--- src/fps_pkg.sv ---
// ----------------------------------------------------------------------------
// Farthest point sampler package
// Sizes, codes and shared types of the farthest point sampler.
// ----------------------------------------------------------------------------
package fps_pkg;

	// Store depth and coordinate width.
	localparam int MAX_POINTS = 4096;
	localparam int COORD_W    = 16;

	// Derived widths.
	localparam int IDX_W  = $clog2(MAX_POINTS);
	localparam int CNT_W  = $clog2(MAX_POINTS + 1);
	localparam int DIFF_W = COORD_W + 1;
	localparam int SQ_W   = 2 * COORD_W;
	localparam int DIST_W = 2 * COORD_W + 2;
	localparam int PT_W   = 3 * COORD_W;

	// Fixed field widths of the register and result words.
	localparam int NS_W       = 13;
	localparam int START_W    = 12;
	localparam int SAMPLE_W   = 12;
	localparam int CFG_IDX_W  = 1;
	localparam int CFG_DATA_W = 13;
	localparam int CMP_W      = (CNT_W > NS_W) ? CNT_W : NS_W;

	localparam logic [DIST_W-1:0] DIST_ONES      = '1;
	localparam logic [NS_W-1:0]   NUM_SAMPLES_RST = NS_W'(1024);

	typedef enum logic {
		FUNC_LOAD = 1'b0,
		FUNC_STEP = 1'b1
	} func_t;

	typedef enum logic [CFG_IDX_W-1:0] {
		REG_NUM_SAMPLES = 1'b0,
		REG_START_INDEX = 1'b1
	} cfg_reg_t;

	typedef logic signed [COORD_W-1:0] coord_t;

	typedef struct packed {
		coord_t x;
		coord_t y;
		coord_t z;
	} point_t;

	// One stored point on its way into the distance unit.
	typedef struct packed {
		logic              valid;
		logic              last;
		logic [IDX_W-1:0]  idx;
		point_t            pt;
		logic [DIST_W-1:0] md;
	} dist_req_t;

	// Updated minimum distance of one point.
	typedef struct packed {
		logic              valid;
		logic              last;
		logic [IDX_W-1:0]  idx;
		logic [DIST_W-1:0] dsq;
	} dist_rsp_t;

	// Outcome of one sweep.
	typedef struct packed {
		logic             done;
		logic [IDX_W-1:0] pick;
	} amax_res_t;

endpackage

--- src/fps_dist_unit.sv ---
// ----------------------------------------------------------------------------
// Distance unit
// Three-stage pipeline: coordinate differences, squares, then sum and minimum.
// ----------------------------------------------------------------------------
module fps_dist_unit import fps_pkg::*; (
	input  logic      clk,
	input  logic      arst_n,
	input  dist_req_t din,
	input  point_t    ref_pt,
	output dist_rsp_t dout
);

	logic                     vld_s1, vld_s2, vld_s3;
	logic                     last_s1, last_s2, last_s3;
	logic [IDX_W-1:0]         idx_s1, idx_s2, idx_s3;
	logic [DIST_W-1:0]        md_s1, md_s2;
	logic signed [DIFF_W-1:0] dx_s1, dy_s1, dz_s1;
	logic [SQ_W-1:0]          sx_s2, sy_s2, sz_s2;
	logic [DIST_W-1:0]        dist_s3;

	logic [DIFF_W-1:0]          dx, dy, dz;
	logic signed [2*DIFF_W-1:0] px, py, pz;
	logic [DIST_W-1:0]          sum;

	// Sign-extend both operands by one bit; the difference always fits.
	assign dx = {din.pt.x[COORD_W-1], din.pt.x} - {ref_pt.x[COORD_W-1], ref_pt.x};
	assign dy = {din.pt.y[COORD_W-1], din.pt.y} - {ref_pt.y[COORD_W-1], ref_pt.y};
	assign dz = {din.pt.z[COORD_W-1], din.pt.z} - {ref_pt.z[COORD_W-1], ref_pt.z};

	assign px = dx_s1 * dx_s1;
	assign py = dy_s1 * dy_s1;
	assign pz = dz_s1 * dz_s1;

	assign sum = DIST_W'(sx_s2) + DIST_W'(sy_s2) + DIST_W'(sz_s2);

	always_ff @(posedge clk or negedge arst_n) begin
		if (!arst_n) begin
			vld_s1 <= 1'b0;
			vld_s2 <= 1'b0;
			vld_s3 <= 1'b0;
		end else begin
			vld_s1 <= din.valid;
			vld_s2 <= vld_s1;
			vld_s3 <= vld_s2;
		end
	end

	always_ff @(posedge clk) begin
		last_s1 <= din.last;
		idx_s1  <= din.idx;
		md_s1   <= din.md;
		dx_s1   <= $signed(dx);
		dy_s1   <= $signed(dy);
		dz_s1   <= $signed(dz);

		last_s2 <= last_s1;
		idx_s2  <= idx_s1;
		md_s2   <= md_s1;
		sx_s2   <= px[SQ_W-1:0];
		sy_s2   <= py[SQ_W-1:0];
		sz_s2   <= pz[SQ_W-1:0];

		last_s3 <= last_s2;
		idx_s3  <= idx_s2;
		dist_s3 <= (sum < md_s2) ? sum : md_s2;
	end

	assign dout.valid = vld_s3;
	assign dout.last  = last_s3;
	assign dout.idx   = idx_s3;
	assign dout.dsq   = dist_s3;

endmodule

--- config.mk ---
export PLATFORM = sky130hd
export DESIGN_NAME = fps_dist_unit
export DESIGN_NICKNAME = d
export VERILOG_FILES = /design/src/fps_pkg.sv /design/src/fps_dist_unit.sv
export SDC_FILE = /design/constraint.sdc
export NUM_CORES = 2
export LEC_CHECK = 0
export BUFFER_PORTS_ARGS = -buffer_cell sky130_fd_sc_hd__clkbuf_2
export CAP_MARGIN = 20
export CORE_MARGIN = 2
export CORE_UTILIZATION = 25
export DETAILED_ROUTE_END_ITERATION = 6
export HOLD_SLACK_MARGIN = 0.05
export PLACE_DENSITY_LB_ADDON = 0.2
export SYNTH_ARGS = -nofsm -noshare
export SYNTH_HDL_FRONTEND = slang
export SYNTH_SLANG_ARGS = --single-unit
--- constraint.sdc ---
create_clock -name clk -period 8.73 [get_ports clk]
set_input_delay 1.3095 -clock clk [delete_from_list [all_inputs] [get_ports clk]]
set_output_delay 1.3095 -clock clk [all_outputs]
set_load 0.02 [all_outputs]
==> out/qor.yml <==
antenna_found_initial: 2
ys.flop_type: "dfxtp_1"
cp_common_cell: "fa_1"
maxSlewViolCount: 0
slowest_stage: "dfxtp_1"
yosysUniqueCellTypes: 79
ios: 194
rsz0062_at_grt: "no"
drv_cap: 0
hp-class: "flip-flop to flip-flop"
drc_errors: 0
layout.cells.non_filler: 6354
path_max_fanout: 18
cp_slowest_stage_delay_ns: 0.90
async_flop_share_pct: 1.04
ff2ff_path_depth: 22
worstSetupPathType: "flip-flop to flip-flop"
crit_required_ns: 9.24
die_h_um: 402
antennaDiodeCount: 0
vias: 26200
synthCells: 4083
detail_route.wirelength_um: 97600
area_growth_syn_to_layout_pct: 11.8
die_x_um: 402
gr-total-overflow: 0
max-slew-margin-rel_pct: 31.5
nets: 5568
cts_max_level: 2
skew_ns: 0.0256
wire_per_inst_um: 15.4
io_buffers: 193
ys_seq_area_share_pct: 14.6
reg2reg_setup_slack_ns: 1.79
synth.avg_cell_area_um2: 9.69
start_util_pct: 25.1
clk_pin_slew_ns: 0.06
dp.cells: 6285
period_share_pct: 79.5
grt_pass1_wl_um: 161000
setup_viol: 0
post_cts_resized: 0
cts_buffer_depth: 3
row_count: 146
worst_slew_pin_slew_ns: 1.03
worstPathCellList: "nand2_1, fa_1, inv_1, fa_1, inv_1, fa_1, inv_1, fa_1, fa_1, inv_1, fa_1, inv_1, ha_1, a21o_1, a21o_1, a2111oi_0, o31ai_1, a21oi_2, o21ai_1, a211o_1, a21oi_1, xnor2_1"
clk_root_buffer_cell: "clkbuf_16"
core_um2: 158000
max_freq_mhz: 144
grt.met2_usage_pct: 21.4
min_to: "md_s2[28]"
tns_ns: 0
min_period_ns: 6.94
r2r-end: "sy_s2[31]"
dp_hpwl_um: 82600
cp-start-kind: "flip-flop"
drtAntennaViolNets: 0
ys_ff_latch: 288
cts_tree: "built"
gr-usage-met3_pct: 1.44
outcome: "completed"
rr_startpoint: "dy_s1[7]"
cp-end-kind: "flip-flop"
globalplace.congestion: 0.808
grt_pass1_vias: 29200
post-cts-setup-buffers: 0
grtUsageTotal_pct: 12.7
finalHoldViolCount: 0
synth_edf_count: 0
met1_usage_pct: 17.5
busiest_layer: "met2"
fill_cells: 17000
worstHoldPathCells: 0
cts_sinks: 288
numCtsBuffers: 38
crit_arrival_ns: 7.45
drt-initial-drc-count: 962
grt_max_degree: 36
detail_route.vias_per_cell: 4.13
holdCritStartpoint: "md_s1[28]"
cts_hold_buf: 0
dieArea_um2: 161000
drive_gt1_share_pct: 7.24
firstDrtPassIters: 6
ys_warn_count: 0
synthesis.area_um2: 39600
clock_latency_ns: 0.60
## layout by cell type (no fill, tap or decap), types with 40 or more instances in the layout
cell type and count:
nor2_1 108, o21ai_0 91, a21o_1 56, nand2_1 287
nor3_1 40, clkbuf_2 193, inv_1 1108, ha_1 368
and2_1 178, nor2b_1 50, xnor2_1 158, dfxtp_1 285
fa_1 801, xor2_1 48, a21oi_1 123
## stage by stage
| step | hold WS [ns] | cell area [um^2] | setup slack, ns | utilization [%] |
|---|---|---|---|---|
| floorplan | 0.310 | 39600 | 2.59 | - |
| global placement | 0.310 | 42900 | 1.96 | 27.2 |
| detailed placement | 0.312 | 42900 | 1.85 | 27.2 |
| CTS | 0.323 | 44200 | 1.82 | 28.0 |
| global route | 0.329 | 44200 | 1.32 | 28.0 |
| finish | 0.321 | 44200 | 1.79 | 28.0 |
## registers in the layout, summed over array words and instances, names as in the netlist, 12 cells and up
| name | count |
|---|---|
| md_s1 | 34 |
| dx_s1 | 17 |
| dist_s3 | 34 |
| idx_s3 | 12 |
| dz_s1 | 17 |
| sz_s2 | 31 |
| sx_s2 | 31 |
| idx_s1 | 12 |
| md_s2 | 34 |
| sy_s2 | 31 |
| idx_s2 | 12 |
| dy_s1 | 17 |
## logic make-up after synthesis
| family | after synthesis | share of synthesized area (%) |
|---|---|---|
| compound gates | 446 | 7.46 |
| xor+xnor | 206 | 4.56 |
| fa+ha+maj | 1169 | 52.2 |
| buf+inv | 1185 | 11.3 |
| flops | 288 | 14.6 |
| mux | 11 | 0.316 |
| other cells | 2 | 0.0190 |
| simple gates | 776 | 9.61 |
## per-layer routing
layer / wire length [um] / part of all wire (%) / vias to the layer above
li1: - / - / 12600
met1: 46000 / 47 / 13200
met2: 46800 / 48 / 336
met3: 3060 / 3.1 / 76
met4: 1760 / 1.8 / 0
met5: 0 / 0 / -
## cells in the mapped netlist (15+ instances only)
master    instances  area [um^2]
a31oi_1          15         93.8
nor2_1          108          405
nand2b_1         29          181
inv_1          1108         4160
xnor2_1         158         1380
clkbuf_1         72          270
o21bai_1         20          150
nor3_1           40          200
nand4_1          16          100
o21ai_0          91          455
a21oi_1         123          616
a21o_1           56          420
nor2b_1          50          313
and3_1           18          113
o21a_1           33          248
fa_1            801        16000
and2_1          178         1110
ha_1            368         4600
dfxtp_1         285         5710
xor2_1           48          420
nand2_1         287         1080
nand3_1          24          120
## worst max-delay path, delay by kind of cell (launching register included)
kind | cells | cell delay, ns
and+or+nand+nor | 1 | 0.18
DFF | 1 | 0.90
buffers and inverters | 5 | 0.28
AOI/OAI and AO/OA | 8 | 1.96
xor gates and xnor gates | 1 | 0.16
adders and majority gates | 7 | 3.35
## how the worst max path moves through the flow
stage	startpoint	slack, ns	to
4_1_cts	dy_s1[7]	1.82	sy_s2[31]
6_report	dy_s1[7]	1.79	sy_s2[31]
3_3_place_gp	dz_s1[4]	1.96	sz_s2[30]
2_1_floorplan	dz_s1[2]	2.59	sz_s2[30]
3_5_place_dp	dy_s1[7]	1.85	sy_s2[31]
5_1_grt	dy_s1[4]	1.32	sy_s2[31]
## area by class of cell
| cell class | instances | area (um^2) | share of cell area (%) |
|---|---|---|---|
| clock buffers | 46 | 1010 | 2.29 |
| clock inverters | 23 | 290 | 0.656 |
| inverters | 1108 | 4160 | 9.40 |
| multi-input cells | 2611 | 29300 | 66.3 |
| flip-flops and latches | 288 | 5780 | 13.1 |
| well taps | 2072 | 2590 | 5.86 |
| repair buffers | 206 | 1060 | 2.40 |
Power is not shown: default switching activity piles up to over one toggle a cycle in this logic, so the estimate is an artifact.
