[src/fps_ram.sv]
// ----------------------------------------------------------------------------
// Generic RAM
// One write port, one read port with registered read data.
// ----------------------------------------------------------------------------
module fps_ram #(
	parameter int WIDTH = 8,
	parameter int DEPTH = 16
) (
	input  logic                     clk,
	input  logic                     wr_en,
	input  logic [$clog2(DEPTH)-1:0] wr_addr,
	input  logic [WIDTH-1:0]         wr_data,
	input  logic                     rd_en,
	input  logic [$clog2(DEPTH)-1:0] rd_addr,
	output logic [WIDTH-1:0]         rd_data
);

	logic [WIDTH-1:0] mem [DEPTH];
	logic [WIDTH-1:0] rd_data_q;

	always_ff @(posedge clk) begin
		if (wr_en) begin
			mem[wr_addr] <= wr_data;
		end
		if (rd_en) begin
			rd_data_q <= mem[rd_addr];
		end
	end

	assign rd_data = rd_data_q;

endmodule

[config.mk]
export PLATFORM = sky130hd
export DESIGN_NAME = fps_ram
export DESIGN_NICKNAME = d
export VERILOG_FILES = /design/src/fps_ram.sv
export SDC_FILE = /design/constraint.sdc
export NUM_CORES = 1
export LEC_CHECK = 0
export BUFFER_PORTS_ARGS = -buffer_cell sky130_fd_sc_hd__buf_2
export CORE_MARGIN = 10
export CORE_UTILIZATION = 61
export CTS_CLUSTER_DIAMETER = 80
export DETAILED_ROUTE_END_ITERATION = 7
export PLACE_DENSITY_LB_ADDON = 0.08
export SLEW_MARGIN = 20
export SYNTH_ARGS = -nofsm -noshare
export SYNTH_HDL_FRONTEND = slang
export SYNTH_SLANG_ARGS = --single-unit
[constraint.sdc]
create_clock -name clk -period 4.5 [get_ports clk]
set_input_delay 0.225 -clock clk [delete_from_list [all_inputs] [get_ports clk]]
set_output_delay 0.225 -clock clk [all_outputs]
set_load 0.1 [all_outputs]
==> flow_summary_export.csv, run 1 <==
group,metric,value,unit
critical_path,crit_type,"register to primary output",
cts,ctsResizeCount,0,
die,floorplan.initialDensity,63.30,%
placed_design,port_buffers,26,
critical_path,worstReg2RegStart,"mem[8][4]$_DFFE_PP_",
cts,cts_made_buffers,17,
placed_design,dp_cells,352,
synthesis,synth_common_cells,"edfxtp_1, mux4_2, a22oi_1, mux4_1, nor2_1",
cts,clock-sinks,136,
timing,hold_violations,0,
timing,worstMarginPinSlew,1.002,ns
power,p_total,0.002937,W
timing,setup_viol,0,
critical_path,r2r_cells,3,
power,p_per_area,489.2,nW/um^2
synthesis,synth_edf_count,136,
critical_path,regToRegSetupSlack,2.95,ns
worst_hold_path,whs_path_depth,1,
drt,via_per_inst,6.443,
critical_path,crit_buf_inv,1,
worst_hold_path,whs_endpoint,"mem[11][0]$_DFFE_PP_",
flow_run,max-cap-violations,0,
critical_path,arrival,1.33,ns
power,irDropWorstVdd,307.2,uV
grt,grtUsageTotal,17.02,%
die,die_w,112.6,microns
drt,first_iter_violations,229,
critical_path,max_stage_delay,0.45,ns
grt,gr-usage-met3,4.633,%
drt,drc,0,
critical_path,path_max_fanout,1,
critical_path,reg2reg_to,"rd_data[4]$_DFFE_PP_",
power,p_leak,1.997,nW
cts,htree_levels,4,
placed_design,gp_congestion,0.7585,
synthesis,post-synth-top-count-cell,"edfxtp_1",
grt,grt_antenna_before_repair,0,
drt,routed_wl,10250,microns
timing,period_share,34.66,%
drt,firstDrtPassIters,5,
timing,finClkSkew,0.008513,ns
synthesis,yosysWarnings,0,
synthesis,syn_nets,248,
timing,min_period,1.560,ns
cells_and_area,ff_latch_area,4084,sq um
cts,clk_latency,0.51,ns
status,status,"completed",
synthesis,synth_flop_cell,"edfxtp_1",
cts,cts_setup_buffers,0,
timing,drv_slew,0,
synthesis,yosys-top-cells-area,"edfxtp_1, mux4_2, mux4_1, a22oi_1, nor2_1",
synthesis,seq_area_frac_synth,78.12,%
drt,vias,2474,
cts,root_buffer,"clkbuf_8",
cells_and_area,instances_no_fill,384,
synthesis,yosys.area.top_type,"edfxtp_1",
synthesis,yosys.area.top_type_share,78.12,%
grt,grt_busiest_layer,"met2",
cells_and_area,final_layout_size_suffix_gt1_share,27.60,%
grt,grt_pass1_vias,2593,
die,design.core.area,8258,sq um
synthesis,ys_ff_latch,136,
drt,wl_per_cell,26.68,microns
critical_path,end_kind,"primary output",
grt,grt_start_max_net_pins,33,
cts,holdBufCountCts,0,
drt,final_antenna_net_count,0,
timing,slew_headroom,32.93,%
grt,grt_use_met2,25.84,%
placed_design,hpwl,6021,microns
synthesis,synth_cell_types,18,
timing,clock.fmax,641.1,MHz
synthesis,syn_inst,229,
cts,cts_tree,"done",
critical_path,cp-start-kind,"register",
grt,grt_pass1_wl,15880,microns
critical_path,worstSetupPathDepth,1,
synthesis,syn_area_per_cell,22.83,sq um
die,ios,27,
critical_path,crit_path_top_delay_cell,"buf_2",
cts,clk_pin_slew,0.06,ns
critical_path,critPathTopFamily,"buffers and inverters",
die,rows,33,
critical_path,cp.required,4.28,ns
worst_hold_path,hold_path.class,"input port to register",
cts,cts.path.max_buffers,2,
worst_hold_path,holdCritStartpoint,"wr_data[0]",
cells_and_area,syn_to_final_growth,14.86,%
die,die-area,12670,sq um
cells_and_area,diodes,0,
cells_and_area,fillers,460,
critical_path,path_cells,"buf_2",
critical_path,startpoint,"rd_data[4]$_DFFE_PP_",
cells_and_area,nNetsFinal,285,
synthesis,async_flop_share,0,%
timing,rsz0062_at_grt,"no",
grt,use_met1,23.15,%
timing,fin_tns_setup,0,ns
cells_and_area,multi_input_area,1067,sq um
die,die_h,112.6,microns
synthesis,syn_area,5228,sq um
grt,grt-ovfl-total,0,
[kinds of logic after synthesis]
logic type | share of synthesized area [%]
muxes | 14.79
DFF | 78.12
and+or+nand+nor | 3.136
buffers and inverters | 1.651
AOI/OAI and AO/OA | 2.298
[placed cells by master, fill, tap and decap left out, types with 2 or more instances in the layout]
cell type,Yosys,routed
a22oi_1,16,16
nor2_1,13,13
clkinv_2,0,3
buf_4,1,3
clkinvlp_4,0,3
edfxtp_1,136,136
nor3_2,0,2
mux4_1,14,14
nand2b_1,2,2
clkbuf_16,0,16
nand2_1,9,9
nor3_1,4,2
buf_2,3,25
nand3b_1,2,2
mux4_2,18,18
bufinv_16,0,3
clkinv_1,0,3
[registers in the layout (all words and copies together), names as in the netlist]
name / count
mem: 128
rd_data: 8
[routing by layer]
layer | wire (microns) | up-vias | share of wire [%]
li1 | - | 1055 | -
met3 | 742 | 10 | 7.2
met1 | 4365 | 1284 | 43
met2 | 5039 | 125 | 49
met5 | 0 | - | 0
met4 | 99 | 0 | 0.97
[stage by stage]
| step | worst slack [ns] | instance area, sq um | hold WS [ns] | utilization, % |
|---|---|---|---|---|
| floorplan | 2.782 | 5228 | 0.3239 | - |
| global placement | 2.028 | 5428 | 0.6112 | 65.73 |
| detailed placement | 2.042 | 5428 | 0.6214 | 65.73 |
| CTS | 2.547 | 6002 | 0.08347 | 72.68 |
| global route | 2.862 | 6005 | 0.09166 | 72.71 |
| finish | 2.940 | 6005 | 0.09694 | 72.71 |
[worst max-delay path by stage]
stage	to	slack [ns]
global route	rd_data[4]$_DFFE_PP_	2.86
finish	rd_data[4]	2.94
global placement	rd_data[4]$_DFFE_PP_	2.03
CTS	rd_data[4]$_DFFE_PP_	2.55
floorplan	mem[0][0]$_DFFE_PP_	2.78
detailed placement	rd_data[4]$_DFFE_PP_	2.04
[report_power, final]
part	total, W	internal, W	switching [W]
logic	0.000168	0.0000497	0.000118
clock network	0.00133	0.000836	0.000497
registers	0.00144	0.00143	0.00000763
total	0.00294	0.00231	0.000623
[final cells by class]
cell class	instances	area share, %
Clock inverter	14	2.605
Sequential cell	136	68.01
Timing Repair Buffer	28	2.459
Tap cell	105	2.188
Multi-Input combinational cell	83	17.77
Clock buffer	18	6.960
No activity file was read; power rests on OpenSTA's default activity.
==> run 2, diff against run 1 <==
- ABC_AREA: not set -> 1
- clock period: 4.5 -> 1.5 ns (I/O delays scaled with it)
==> run 2 against run 1 <==
Net effect:
- sequential share of layout area down 9.0 points
- critical path depth is the same
- synthesized cell count up 140%
- power grew to 3.2 times the previous value
- critical path type unchanged
==> flow_summary_export.csv, run 2 <==
group,metric,value,unit
die,die_w,117.9,microns
synthesis,synth_edf_count,136,
cts,cts_setup_buffers,0,
cells_and_area,syn_to_final_growth,18.28,%
placed_design,hpwl,8119,microns
cells_and_area,multi_input_area,1214,sq um
synthesis,syn_inst,551,
die,floorplan.initialDensity,62.98,%
synthesis,yosysWarnings,0,
drt,firstDrtPassIters,5,
worst_hold_path,hold_path.class,"input port to register",
placed_design,dp_slack,0.2060,ns
critical_path,max_stage_delay,0.45,ns
timing,rsz0062_at_grt,"no",
cells_and_area,final_layout_size_suffix_gt1_share,13.25,%
critical_path,cp.required,1.42,ns
critical_path,regToRegSetupSlack,0.35,ns
cells_and_area,nNetsFinal,626,
cells_and_area,largest_register_ffs,128,
critical_path,path_cells,"buf_2",
grt,grt_busiest_layer,"met2",
timing,worstMarginPinSlew,0.6126,ns
critical_path,crit_buf_inv,1,
drt,routed_wl,13350,microns
cts,htree_levels,4,
placed_design,gp_congestion,0.8226,
drt,wl_per_cell,17.85,microns
grt,grt_pass1_vias,4001,
synthesis,post-synth-top-count-cell,"nand2_1",
grt,grt_use_met2,31.82,%
cells_and_area,top_register,"mem",
synthesis,seq_area_frac_synth,69.85,%
grt,grt_pass1_wl,21310,microns
critical_path,path_max_fanout,1,
cts,clock-sinks,136,
synthesis,yosys-top-cells-area,"edfxtp_1, nand2_1, nand3_1, inv_1, buf_6",
power,p_total,0.009352,W
critical_path,r2r_cells,6,
timing,slew_headroom,59.10,%
drt,drc,0,
cts,clk_latency,0.52,ns
die,rows,35,
worst_hold_path,whs_path_depth,3,
cells_and_area,layout_common_cells,"nand2_1, edfxtp_1, inv_1",
drt,vias,3996,
synthesis,syn_nets,570,
cells_and_area,final_common_cell,"nand2_1",
grt,grt-ovfl-total,0,
synthesis,syn_area_per_cell,10.61,sq um
timing,setup_ws,0.08300,ns
cells_and_area,fillers,653,
critical_path,critPathTopFamily,"buffers and inverters",
synthesis,synth_cell_types,11,
drt,final_antenna_net_count,0,
worst_hold_path,whs_endpoint,"rd_data[6]$_DFFE_PP_",
synthesis,yosys.area.top_type_share,69.85,%
cts,cts.path.max_buffers,2,
critical_path,crit_type,"register to primary output",
grt,grt_antenna_before_repair,0,
cts,cts_tree,"done",
drt,via_per_inst,5.342,
critical_path,crit_path_top_delay_cell,"buf_2",
power,irDropWorstVdd,982.7,uV
synthesis,synth_common_cells,"nand2_1, edfxtp_1, inv_1, nand3_1, nor2_1",
cts,cts_made_buffers,17,
synthesis,ys_ff_latch,136,
grt,use_met1,24.96,%
timing,period_share,94.47,%
timing,hold_violations,0,
critical_path,cp-start-kind,"register",
cells_and_area,fin_area,6915,sq um
drt,first_iter_violations,366,
timing,finClkSkew,0.006207,ns
grt,gr-usage-met3,5.324,%
timing,fin_tns_setup,0,ns
grt,grt_start_max_net_pins,65,
power,p_per_area,1352,nW/um^2
grt,grtUsageTotal,19.84,%
placed_design,placed_area,6205,sq um
die,ios,27,
synthesis,synth_flop_cell,"edfxtp_1",
worst_hold_path,holdCritStartpoint,"rd_addr[3]",
power,p_leak,3.011,nW
timing,min_period,1.417,ns
die,design.core.area,9284,sq um
critical_path,arrival,1.34,ns
synthesis,yosys.area.top_type,"edfxtp_1",
timing,drv_slew,0,
die,die_h,117.9,microns
cells_and_area,ff_latch_area,4084,sq um
critical_path,reg2reg_to,"rd_data[1]$_DFFE_PP_",
synthesis,async_flop_share,0,%
critical_path,worstReg2RegStart,"mem[15][1]$_DFFE_PP_",
cts,clk_pin_slew,0.06,ns
timing,clock.fmax,705.7,MHz
timing,setup_viol,0,
cts,root_buffer,"clkbuf_8",
critical_path,end_kind,"primary output",
flow_run,max-cap-violations,0,
placed_design,port_buffers,26,
synthesis,syn_area,5847,sq um
die,die-area,13900,sq um
status,status,"completed",
cells_and_area,diodes,0,
run 2: report_power, final:
group	switching, W	internal (W)	leakage [nW]	total, W
clock	0.00153	0.00284	0.292	0.00437
combinational	0.000497	0.000174	1.48	0.000671
sequential	0.0000273	0.00428	1.24	0.00431
run 2: what timing repair did:
item | in CTS | in global routing
hold buffers | 9 | 0
gates resized for setup | 0 | 0
hold endpoints to repair | 136 | 0
run 2: metal layers:
layer | wire, microns | vias up | share of wire, %
met1 | 5566 | 1897 | 42
li1 | - | 1896 | -
met4 | 257 | 0 | 1.9
met3 | 1014 | 22 | 7.6
met2 | 6514 | 181 | 49
met5 | 0 | - | 0
run 2: cells by family after synthesis:
kind of cell,share of synthesized area [%]
and+or+nand+nor,20.76
DFF,69.85
buffers and inverters,9.394
run 2: area by class of cell:
class,instances,area share [%]
clock buffers,17,5.989
clock inverters,14,2.985
inverters,102,5.536
multi-input cells,289,17.55
flip-flops and latches,136,59.06
well taps,129,2.334
repair buffers,61,6.550
run 2: stage by stage:
| stage | util [%] | instances | hold slack, ns |
|---|---|---|---|
| after floorplan | - | 551 | 0.1739 |
| after global placement | 66.83 | 708 | 0.4720 |
| after detailed placement | 66.83 | 708 | 0.4711 |
| final | 74.49 | 748 | 0.06286 |
| after CTS | 74.49 | 748 | 0.04884 |
| after global routing | 74.49 | 748 | 0.06856 |
run 2: worst max-delay path by stage:
stage / cells after the start / slack [ns] / startpoint / to
4_1_cts: 1 / 0.05 / rd_data[2]$_DFFE_PP_ / rd_data[2]
5_1_grt: 1 / 0.04 / rd_data[6]$_DFFE_PP_ / rd_data[6]
2_1_floorplan: 2 / 0.47 / wr_addr[2] / mem[10][0]$_DFFE_PP_
3_5_place_dp: 6 / 0.21 / rd_addr[1] / rd_data[3]$_DFFE_PP_
6_report: 1 / 0.08 / rd_data[2]$_DFFE_PP_ / rd_data[2]
3_3_place_gp: 6 / 0.23 / rd_addr[1] / rd_data[3]$_DFFE_PP_
