`src/fps_pkg.sv`:
```
// ----------------------------------------------------------------------------
// Farthest point sampler package
// Sizes, codes and shared types of the farthest point sampler.
// ----------------------------------------------------------------------------
package fps_pkg;

	// Store depth and coordinate width.
	localparam int MAX_POINTS = 4096;
	localparam int COORD_W    = 16;

	// Derived widths.
	localparam int IDX_W  = $clog2(MAX_POINTS);
	localparam int CNT_W  = $clog2(MAX_POINTS + 1);
	localparam int DIFF_W = COORD_W + 1;
	localparam int SQ_W   = 2 * COORD_W;
	localparam int DIST_W = 2 * COORD_W + 2;
	localparam int PT_W   = 3 * COORD_W;

	// Fixed field widths of the register and result words.
	localparam int NS_W       = 13;
	localparam int START_W    = 12;
	localparam int SAMPLE_W   = 12;
	localparam int CFG_IDX_W  = 1;
	localparam int CFG_DATA_W = 13;
	localparam int CMP_W      = (CNT_W > NS_W) ? CNT_W : NS_W;

	localparam logic [DIST_W-1:0] DIST_ONES      = '1;
	localparam logic [NS_W-1:0]   NUM_SAMPLES_RST = NS_W'(1024);

	typedef enum logic {
		FUNC_LOAD = 1'b0,
		FUNC_STEP = 1'b1
	} func_t;

	typedef enum logic [CFG_IDX_W-1:0] {
		REG_NUM_SAMPLES = 1'b0,
		REG_START_INDEX = 1'b1
	} cfg_reg_t;

	typedef logic signed [COORD_W-1:0] coord_t;

	typedef struct packed {
		coord_t x;
		coord_t y;
		coord_t z;
	} point_t;

	// One stored point on its way into the distance unit.
	typedef struct packed {
		logic              valid;
		logic              last;
		logic [IDX_W-1:0]  idx;
		point_t            pt;
		logic [DIST_W-1:0] md;
	} dist_req_t;

	// Updated minimum distance of one point.
	typedef struct packed {
		logic              valid;
		logic              last;
		logic [IDX_W-1:0]  idx;
		logic [DIST_W-1:0] dsq;
	} dist_rsp_t;

	// Outcome of one sweep.
	typedef struct packed {
		logic             done;
		logic [IDX_W-1:0] pick;
	} amax_res_t;

endpackage

```
`src/fps_argmax.sv`:
```
// ----------------------------------------------------------------------------
// Running maximum
// Tracks the largest updated distance of a sweep, lowest index on ties.
// ----------------------------------------------------------------------------
module fps_argmax import fps_pkg::*; (
	input  logic      clk,
	input  logic      arst_n,
	input  dist_rsp_t din,
	output amax_res_t res
);

	logic              done_q;
	logic [IDX_W-1:0]  pick_q;
	logic [DIST_W-1:0] best_q;

	always_ff @(posedge clk or negedge arst_n) begin
		if (!arst_n) begin
			done_q <= 1'b0;
		end else begin
			done_q <= din.valid && din.last;
		end
	end

	// The first point of a sweep always seeds the maximum.
	always_ff @(posedge clk) begin
		if (din.valid && (din.idx == '0 || din.dsq > best_q)) begin
			best_q <= din.dsq;
			pick_q <= din.idx;
		end
	end

	assign res.done = done_q;
	assign res.pick = pick_q;

endmodule

```
`config.mk`:
```
export PLATFORM = sky130hd
export DESIGN_NAME = fps_argmax
export DESIGN_NICKNAME = d
export VERILOG_FILES = /design/src/fps_pkg.sv /design/src/fps_argmax.sv
export SDC_FILE = /design/constraint.sdc
export NUM_CORES = 1
export LEC_CHECK = 0
export ABC_AREA = 1
export BUFFER_PORTS_ARGS = -buffer_cell sky130_fd_sc_hd__buf_2
export CAP_MARGIN = 10
export CORE_MARGIN = 2
export CORE_UTILIZATION = 50
export DETAILED_ROUTE_END_ITERATION = 7
export PLACE_DENSITY = 0.87
export SYNTH_ARGS = -nofsm -noshare
export SYNTH_HDL_FRONTEND = slang
export SYNTH_SLANG_ARGS = --single-unit
export TNS_END_PERCENT = 30
```
`constraint.sdc`:
```
create_clock -name clk -period 7.9 [get_ports clk]
set_input_delay 1.58 -clock clk [delete_from_list [all_inputs] [get_ports clk]]
set_output_delay 1.58 -clock clk [all_outputs]
set_load 0.01 [all_outputs]
```
==> flow_summary.json, run 1 <==
{
  "p_comb_share_pct": 14.6,
  "p_int_uw": 384.2,
  "routed_wl_um": 3985,
  "status": "complete, no violations",
  "synth_cell_types": 20,
  "drcViolationCount": 0,
  "syn_area_per_cell_um2": 11.00,
  "hold_ws_ns": 1.043,
  "n_fill_cell": 401,
  "relSlewSlack_pct": 68.43,
  "async_reset_ff_share_pct": 2.128,
  "yosysSeqAreaShare_pct": 57.61,
  "r2r_slack_ns": 5.38,
  "overflow": 0,
  "drive_above_1_share_pct": 26.71,
  "synth_ff_type": "edfxtp_1",
  "die-area_um2": 5457,
  "netlist_area_um2": 2441,
  "power_frac_clock_pct": 26.9,
  "cts_sinks": 47,
  "setup_viol": 0,
  "synth-edff-count": 46,
  "ios": 63,
  "hp-class": "primary input to asynchronous set/reset pin",
  "cts_buffers": 5,
  "drt-initial-drc-count": 59,
  "synth_common_cells": "50 x inv_1, 46 x edfxtp_1, 44 x nand2_1",
  "critical_path_class": "primary input to register",
  "cts_setup_buffers": 0,
  "powerDensity_nw_per_um2": 172.5,
  "rows": 25,
  "area_growth_syn_to_layout_pct": 19.78,
  "final_net_count": 375,
  "grt.total_usage_pct": 15.99,
  "wl_per_cell_um": 11.10,
  "fin_crit_sh_pct": 45.03,
  "dp_hpwl_um": 3277,
  "maxSlewViolCount": 0,
  "start_util_pct": 51.68,
  "clock.fmax_mhz": 281.1,
  "ant_nets": 0,
  "cts_root_buffer": "clkbuf_8",
  "globalplace.congestion": 0.7439,
  "port_buffers": 62,
  "yosysTopAreaCell": "edfxtp_1",
  "crit_path_end_kind": "register",
  "drv_cap": 0,
  "p_switching_uw": 120.0,
  "startpoint": "din[13]",
  "switching_share_pct": 23.80,
  "grt_start_max_net_pins": 39,
  "grt_pass1_wl_um": 6603,
  "die_y_um": 73.87,
  "cts-resized-gates": 0,
  "viasPerCell": 4.713,
  "fin_crit_ns": 3.557,
  "tns_ns": 0,
  "crit_fanout": 38,
  "peakVddDrop_mv": 0.08130,
  "fp.coreArea_um2": 4723,
  "critPathArrivalTime_ns": 3.49,
  "worstPathRequired_ns": 7.83,
  "synthesis.nets": 306,
  "cts_tree": "done",
  "clk_pin_slew_ns": 0.08,
  "rsz0062_at_grt": "false",
  "dr_total_vias": 1692,
  "critPathLaunchType": "primary input",
  "ys.warnings.count": 0,
  "htree_levels": 2,
  "synth_most_common_cell": "inv_1",
  "drtPass1Iterations": 4,
  "seqPwrFrac_pct": 58.5,
  "antenna_cells": 0,
  "clk_latency_ns": 0.29,
  "hold_buffers": 0,
  "synth_seq_cells": 47,
  "yosysTopAreaCellShare_pct": 56.59,
  "netlist_instances": 222,
  "cts_buffer_depth": 2,
  "synth_area_leaders": "edfxtp_1 57%, ha_1 17%, inv_1 7.7%",
  "clock_skew_ns": 0.01141,
  "power_leakage_uw": 0.001447,
  "r2r_start": "best_q[13]",
  "grt_pass1_vias": 1698,
  "worst_slew_pin_slew_ns": 0.4735,
  "die_w_um": 73.87,
  "hold_viol_final": 0,
  "grt_antenna_before_repair": 0
}
## through the flow
| step | setup slack [ns] | cell area, um2 | total power [uW] | instances | utilization (%) |
|---|---|---|---|---|---|
| finish | 4.343 | 2924 | 504.3 | 359 | 61.91 |
| global route | 4.118 | 2924 | 530.7 | 359 | 61.91 |
| detailed placement | 4.008 | 2843 | 375.7 | 351 | 60.19 |
| floorplan | 3.645 | 2441 | 344.4 | 222 | - |
| global placement | 4.088 | 2843 | 371.3 | 351 | 60.19 |
| CTS | 4.323 | 2924 | 511.3 | 359 | 61.91 |
## power by group through the flow
stage          Sequential, uW  Clock, uW  Combinational [uW]
2_1_floorplan             303          0                41.7
6_report                  295        136                73.7
3_3_place_gp              300          0                71.2
4_1_cts                   295        141                75.4
5_1_grt                   296        148                86.1
3_5_place_dp              301          0                74.8
## area by class of cell
class                   count  area (um2)  share of cell area (%)
inverters                  52       195.2                   6.675
clock inverters             1       5.005                  0.1712
flip-flops and latches     47        1406                   48.10
well taps                  67       83.83                   2.867
multi-input cells         122       839.6                   28.71
repair buffers             63       317.8                   10.87
clock buffers               7       76.32                   2.610
## metal layers
metal,up-vias,routed length (um),track usage [%]
met4,0,71,6.667
met3,8,227,3.567
met5,-,0,0
met1,763,1772,18.10
li1,869,-,-
met2,52,1913,28.77
## final timing paths
path,endpoint,depth (start not counted)
min reg2reg,best_q[20],5
max reg2reg,best_q[29],13
max,best_q[29],13
max in group asynchronous,done_q,1
min in group clk,best_q[20],5
min,done_q,1
## kinds of logic (layout without fill, tap and decap cells)
kind of cell             count (synthesis)  in the layout  share of synthesized area (%)
flip-flops                              47             47                          57.61
AO/OA/AOI/OAI                           18             18                          4.049
buffers and inverters                   53            123                          8.304
AND/OR/NAND/NOR                         70             70                          12.61
adder cells (fa/ha/maj)                 34             34                          17.43
## state kept, by name, summed over array words and instances (netlist names)
register,count
best_q,34
pick_q,12
done_q,1
## critical path, cell delays in order
cell and delay [ns]:
buf_2 0.11, ha_1 0.29, nand2_1 0.07, nor2_1 0.14, nand2_2 0.08, nor2_1 0.09, nand2_1 0.06, nor2_1 0.09
nor2_1 0.05, nand2_1 0.05, nand2_1 0.09, a21oi_4 0.29, buf_4 0.48
## placed cells by master (no fill, tap or decap)
cell      Yosys  final
nand3_1       2      2
o21ai_0       2      2
nor2_4        1      1
nand3_2       1      1
nand3b_1      1      1
buf_2         0     62
clkbuf_1      0      2
inv_2         2      2
nand2_1      44     44
dfrtp_1       1      1
nand4_1       2      2
ha_1         34     34
edfxtp_1     46     46
nor2_2        3      3
nor4_1        4      4
inv_1        50     50
nor2_1       11     11
buf_4         1      1
a21oi_4       0      1
clkinv_2      0      1
nand2_2       1      1
a21oi_1      13     13
a21o_1        2      2
clkbuf_8      0      5
Note: power is estimated with default switching activity, not from simulation.
==> run 2: changes to the inputs <==
CORE_UTILIZATION = 48   (was 50)
clock period = 2.9 ns   (was 7.9 ns; I/O delays follow)
==> run 2 against run 1 <==
  * Utilization about the same
  * Die area rose by 4.0%
  * Sequential share of layout area down 0.93 points
  * Routed wire length up 4.5%
  * Design area up 2.0%
  * Register-to-register slack got worse by 4.6 ns
  * Count of clock-buffer cells in the layout decreased by 2
  * Via count is 1.3% lower
  * Combinational power rose to 2.8 times the previous value
  * Sequential power grew to 2.7 times the previous value
==> flow_summary.json, run 2 (same netlist as run 1, synthesis figures left out) <==
{
  "status": "complete, no violations",
  "cts-resized-gates": 0,
  "tns_ns": 0,
  "grt_antenna_before_repair": 0,
  "grt_start_max_net_pins": 18,
  "cpLargestDelayFamily": "simple AND/OR/NAND/NOR gates",
  "worstPathCellList": "buf_2 > ha_1 > nand2_1 > nor2_1 > nand2_2 > nor2_1 > nand2_1 > nor2_1 > nor2_1 > nand2_1 > nand2_1 > a21oi_4 > buf_4",
  "clk_pin_slew_ns": 0.09,
  "m1WireLength_um": 1851,
  "die_w_um": 75.32,
  "power_leakage_uw": 0.001479,
  "dr_total_vias": 1670,
  "drtPass1Iterations": 4,
  "die-area_um2": 5672,
  "route.met2.wl_um": 2009,
  "r2r_slack_ns": 0.76,
  "clock.fmax_mhz": 464.7,
  "crit_fanout": 17,
  "cts_root_buffer": "clkbuf_8",
  "critPathLaunchType": "primary input",
  "critPathArrivalTime_ns": 2.15,
  "hold_buffers": 0,
  "hold_viol_final": 0,
  "largest_reg_flops": 34,
  "peakVddDrop_mv": 0.2582,
  "finalWorstSetupSlack_ns": 0.7480,
  "rows": 25,
  "final_cell_mix": "62 x buf_2, 50 x inv_1, 46 x edfxtp_1",
  "globalplace.congestion": 0.7867,
  "routed-wl-met3_um": 236,
  "regMostFlops": "best_q",
  "area_growth_syn_to_layout_pct": 22.14,
  "drive_above_1_share_pct": 28.14,
  "worst_slew_pin_slew_ns": 0.3143,
  "start_util_pct": 50.68,
  "cts_sinks": 47,
  "overflow": 0,
  "dp_hpwl_um": 3402,
  "viasPerCell": 4.613,
  "ios": 63,
  "maxSlewViolCount": 0,
  "final_net_count": 378,
  "grt_pass1_wl_um": 6872,
  "cts_buffer_depth": 2,
  "place_ws_ns": 0.4166,
  "die_y_um": 75.32,
  "cts_tree": "done",
  "crit_path_top_delay_cell": "ha_1",
  "relSlewSlack_pct": 78.85,
  "port_buffers": 62,
  "reg_top3": "best_q x34, pick_q x12, done_q x1",
  "clk_latency_ns": 0.31,
  "wl_per_cell_um": 11.50,
  "crit_path_end_kind": "register",
  "clock_skew_ns": 0.006310,
  "routed_wl_um": 4164,
  "grt_pass1_vias": 1657,
  "cts_setup_buffers": 0,
  "drv_cap": 0,
  "htree_levels": 2,
  "antenna_cells": 0,
  "drt-initial-drc-count": 80,
  "path_buf_inv": 2,
  "critical_path_class": "primary input to register",
  "fin_crit_sh_pct": 74.21,
  "fp.coreArea_um2": 4817,
  "slowest_delay_ns": 0.28,
  "rsz0062_at_grt": "false",
  "powerDensity_nw_per_um2": 505.1,
  "fin_crit_ns": 2.152,
  "cts_buffers": 5,
  "final_common_cell": "buf_2",
  "ant_nets": 0,
  "hp-class": "primary input to asynchronous set/reset pin",
  "worstPathRequired_ns": 2.90,
  "top_layer_used": "met4",
  "drcViolationCount": 0,
  "grt.total_usage_pct": 16.15,
  "setup_viol": 0
}
-- run 2: layout make-up --
| type | instances | area (um2) |
|---|---|---|
| clock buffers | 5 | 68.82 |
| repair buffers | 66 | 340.3 |
| well taps | 67 | 83.83 |
| flip-flops and latches | 47 | 1406 |
| fillers | 407 | 1836 |
| clock inverters | 3 | 47.55 |
| multi-input cells | 122 | 839.6 |
| inverters | 52 | 195.2 |
-- run 2: worst paths after layout --
| kind | from | cells past startpoint | to |
|---|---|---|---|
| worst min register to register | best_q[0] | 6 | best_q[20] |
| min in group clk | din[41] | 1 | pick_q[7] |
| worst min-delay path | arst_n | 1 | done_q |
| max in group asynchronous | arst_n | 1 | done_q |
| worst max register to register | best_q[13] | 13 | best_q[26] |
| worst max-delay path | din[13] | 13 | best_q[26] |
-- run 2: stage by stage --
stage | area, um2 | power [uW] | util [%] | cells | hold slack (ns)
2_1_floorplan | 2449 | 938.8 | - | 222 | 0.2844
3_3_place_gp | 2865 | 1016 | 59.48 | 354 | 0.3584
3_5_place_dp | 2865 | 1029 | 59.48 | 354 | 0.3572
4_1_cts | 2982 | 1517 | 61.90 | 362 | 0.02314
5_1_grt | 2982 | 1576 | 61.90 | 362 | 0.02022
6_report | 2982 | 1506 | 61.90 | 362 | 0.03011
-- run 2: metal layers --
| layer | vias to the layer above | track usage, % |
|---|---|---|
| li1 | 874 | - |
| met1 | 743 | 20.38 |
| met2 | 45 | 27.25 |
| met3 | 8 | 3.836 |
| met4 | 0 | 5.848 |
| met5 | - | 0 |
-- run 2: where the power goes --
part	leakage, uW	internal (uW)	switching [uW]
clock	0.0000587	261	232
combinational	0.000978	88.0	122
sequential	0.000442	794	8.36
==> run 3: changes to the inputs <==
ABC_AREA = 0   (was 1)
CORE_UTILIZATION = 50   (was 48)
clock period = 2.05 ns   (was 2.9 ns; I/O delays follow)
==> run 3 against run 2 <==
  * The flow now finishes with violations (setup timing)
  * Register-to-register slack got worse by 1.0 ns
  * Die area down 6.7%
  * Final cell count shrank 10%
  * Hold slack improved by 0.26 ns
  * Global-route usage up 7.0 points
  * Non-clock buffer count increased by 23
  * Power increased by 44%
  * Sequential power increased by 41%
  * Synthesized area shrank 3.2%
  * Clock skew decreased by 0.0012 ns
  * First-iteration DRC count rose by 57%
  * Via count up 5.9%
  * Critical endpoint is now best_q[27]
  * Largest cell class unchanged
  * Highest routed layer unchanged
==> flow_summary.json, run 3 <==
{
  "hold_ws_ns": 0.2892,
  "synth-compound-area-share_pct": 7.941,
  "multiInputGateArea_um2": 1195,
  "hp-class": "primary input to register",
  "die-area_um2": 5293,
  "globalplace.congestion": 0.7943,
  "drcViolationCount": 0,
  "drt-initial-drc-count": 126,
  "netlist_instances": 175,
  "cpLargestDelayFamily": "simple AND/OR/NAND/NOR gates",
  "ios": 63,
  "clock.fmax_mhz": 433.0,
  "crit_fanout": 18,
  "min-delay-start": "din[36]",
  "grt_pass1_vias": 1881,
  "switching_share_pct": 26.64,
  "synthesis.nets": 259,
  "synthXorXnorAreaFrac_pct": 0,
  "synth-edff-count": 46,
  "maxSlewViolCount": 0,
  "synthMuxAreaShare_pct": 0,
  "async_reset_ff_share_pct": 2.128,
  "p_comb_share_pct": 21.1,
  "final_net_count": 354,
  "largest_reg_flops": 34,
  "ant_nets": 0,
  "final_common_cell": "buf_2",
  "p_int_uw": 1592,
  "synth_simple_gate_area_share_pct": 8.682,
  "layout.area.seq_um2": 1406,
  "yosysTopAreaCellShare_pct": 58.44,
  "dp_hpwl_um": 3852,
  "synth_top_family_by_area": "adder cells",
  "status": "finished with violations",
  "clk_latency_ns": 0.31,
  "drive_above_1_share_pct": 49.82,
  "p_switching_uw": 578.0,
  "layout.cells.non_filler": 325,
  "fp.coreArea_um2": 4629,
  "startpoint": "best_q[5]",
  "reg_top3": "best_q x34, pick_q x12, done_q x1",
  "cts_tree": "done",
  "overflow": 0,
  "htree_levels": 2,
  "place_ws_ns": -0.4278,
  "cts_sinks": 47,
  "rsz0062_at_grt": "true",
  "synth_most_common_cell": "edfxtp_1",
  "grt.total_usage_pct": 23.19,
  "n_fill_cell": 270,
  "critPathArrivalTime_ns": 2.34,
  "power_leakage_uw": 0.001473,
  "dr_total_vias": 1769,
  "grt_pass1_wl_um": 8838,
  "r2r_start": "best_q[5]",
  "cts_buffer_depth": 2,
  "antenna_cells": 0,
  "violations": "setup timing",
  "ys.warnings.count": 0,
  "worstPathCellList": "inv_1 > ha_1 > nand4_1 > nor4_4 > o211ai_1 > a32oi_4 > buf_4 > buf_12",
  "wl_per_cell_um": 17.34,
  "drv_cap": 0,
  "relSlewSlack_pct": 78.49,
  "peakVddDrop_mv": 0.4176,
  "seqPwrFrac_pct": 52.2,
  "netlist_area_um2": 2364,
  "synth_cell_types": 31,
  "yosysSeqAreaShare_pct": 59.50,
  "worst_slew_pin_slew_ns": 0.3202,
  "clock_skew_ns": 0.005129,
  "syn_area_per_cell_um2": 13.51,
  "die_w_um": 72.76,
  "powerDensity_nw_per_um2": 624.2,
  "path_buf_inv": 3,
  "crit_path_top_delay_cell": "edfxtp_1",
  "grt_antenna_before_repair": 0,
  "final_cell_mix": "62 x buf_2, 46 x edfxtp_1, 31 x inv_1",
  "cts_root_buffer": "clkbuf_8",
  "start_util_pct": 51.05,
  "synth_area_leaders": "edfxtp_1 58%, ha_1 18%, inv_1 5.6%",
  "fin_crit_ns": 2.310,
  "fin_crit_sh_pct": 112.7,
  "worstPathRequired_ns": 2.08,
  "critical_path_class": "register to register",
  "port_buffers": 62,
  "synthAdderAreaFrac_pct": 18.00,
  "viasPerCell": 5.443,
  "yosysTopAreaCell": "edfxtp_1",
  "cts_buffers": 5,
  "rows": 25,
  "grt_start_max_net_pins": 19,
  "area_growth_syn_to_layout_pct": 47.06,
  "slowest_delay_ns": 0.34,
  "regMostFlops": "best_q",
  "die_y_um": 72.76,
  "hold_viol_final": 0,
  "synth_ff_type": "edfxtp_1",
  "power_frac_clock_pct": 26.7,
  "synth_seq_cells": 47,
  "drtPass1Iterations": 5,
  "clk_pin_slew_ns": 0.09,
  "synth_common_cells": "46 x edfxtp_1, 35 x inv_1, 34 x ha_1",
  "placed_cells": 305,
  "crit_path_end_kind": "register",
  "critPathLaunchType": "register",
  "routed_wl_um": 5634,
  "finalWorstSetupSlack_ns": -0.2596,
  "setup_viol": 46
}
==> run 3: cell types whose count changed after synthesis, moves of 3 or more <==
| cell | change |
|---|---|
| inv_1 | -15 |
| nand2_1 | -38 |
| nand4_1 | +6 |
| nand4_2 | +3 |
| nor2_1 | -9 |
| nor2_2 | -3 |
==> run 3: repair_timing <==
item,in CTS,in global routing
cloned,1,1
pin swaps,8,6
endpoints found under the setup margin,46,46
hold endpoints to repair,1,0
resized for setup,15,2
setup buffers,6,3
hold buffers,1,0
==> run 3: worst register-to-register path, delay by kind of cell, from the launching register on <==
kind                     cells  cell delay [ns]
buffers and inverters        3             0.36
AND/OR/NAND/NOR              2             0.51
flip-flops                   1             0.34
adder cells (fa/ha/maj)      1             0.32
AO/OA/AOI/OAI                2             0.50
==> run 3: per-stage QoR <==
stage	total power (uW)	util, %	TNS [ns]	area [um2]
floorplan	1358	-	-29.20	2638
global placement	1508	67.95	-15.83	3146
detailed placement	1532	67.95	-19.09	3146
CTS	2142	73.70	-8.215	3412
global route	2264	75.08	-17.24	3476
finish	2170	75.08	-11.56	3476
==> run 3: path summary, 6_finish.rpt <==
check / to / slack (ns) / cells after the start
max: best_q[27] / -0.26 / 8
min: pick_q[2] / 0.29 / 1
max reg2reg: best_q[27] / -0.26 / 8
min reg2reg: best_q[29] / 1.18 / 6
max in group asynchronous: done_q / 1.57 / 2
min in group asynchronous: done_q / 0.39 / 2
==> run 3: power by group through the flow <==
stage | Combinational, uW | Sequential, uW | Clock [uW]
2_1_floorplan | 197 | 1160 | 0
3_3_place_gp | 357 | 1150 | 0
3_5_place_dp | 378 | 1150 | 0
4_1_cts | 429 | 1130 | 580
5_1_grt | 499 | 1140 | 626
6_report | 457 | 1130 | 580
==> run 3: kinds of logic (layout without fill, tap and decap cells) <==
group,count (synthesis),count (layout)
simple gates,30,30
buf+inv,36,132
fa+ha+maj,34,34
compound gates,28,28
flops,47,47
==> run 3: metal layers <==
| layer | GRT usage, % | share of wire [%] | vias up |
|---|---|---|---|
| li1 | - | - | 841 |
| met1 | 26.38 | 41 | 852 |
| met2 | 40.20 | 52 | 63 |
| met3 | 4.972 | 4.2 | 13 |
| met4 | 13.17 | 3.1 | 0 |
| met5 | 0 | 0 | - |
==> run 3: final cells by class <==
cell class              instances  area share, %
clock inverters                 3         0.7199
multi-input cells              92          34.38
flip-flops and latches         47          40.46
repair buffers                 89          16.74
well taps                      54          1.944
inverters                      35          3.780
clock buffers                   5          1.980
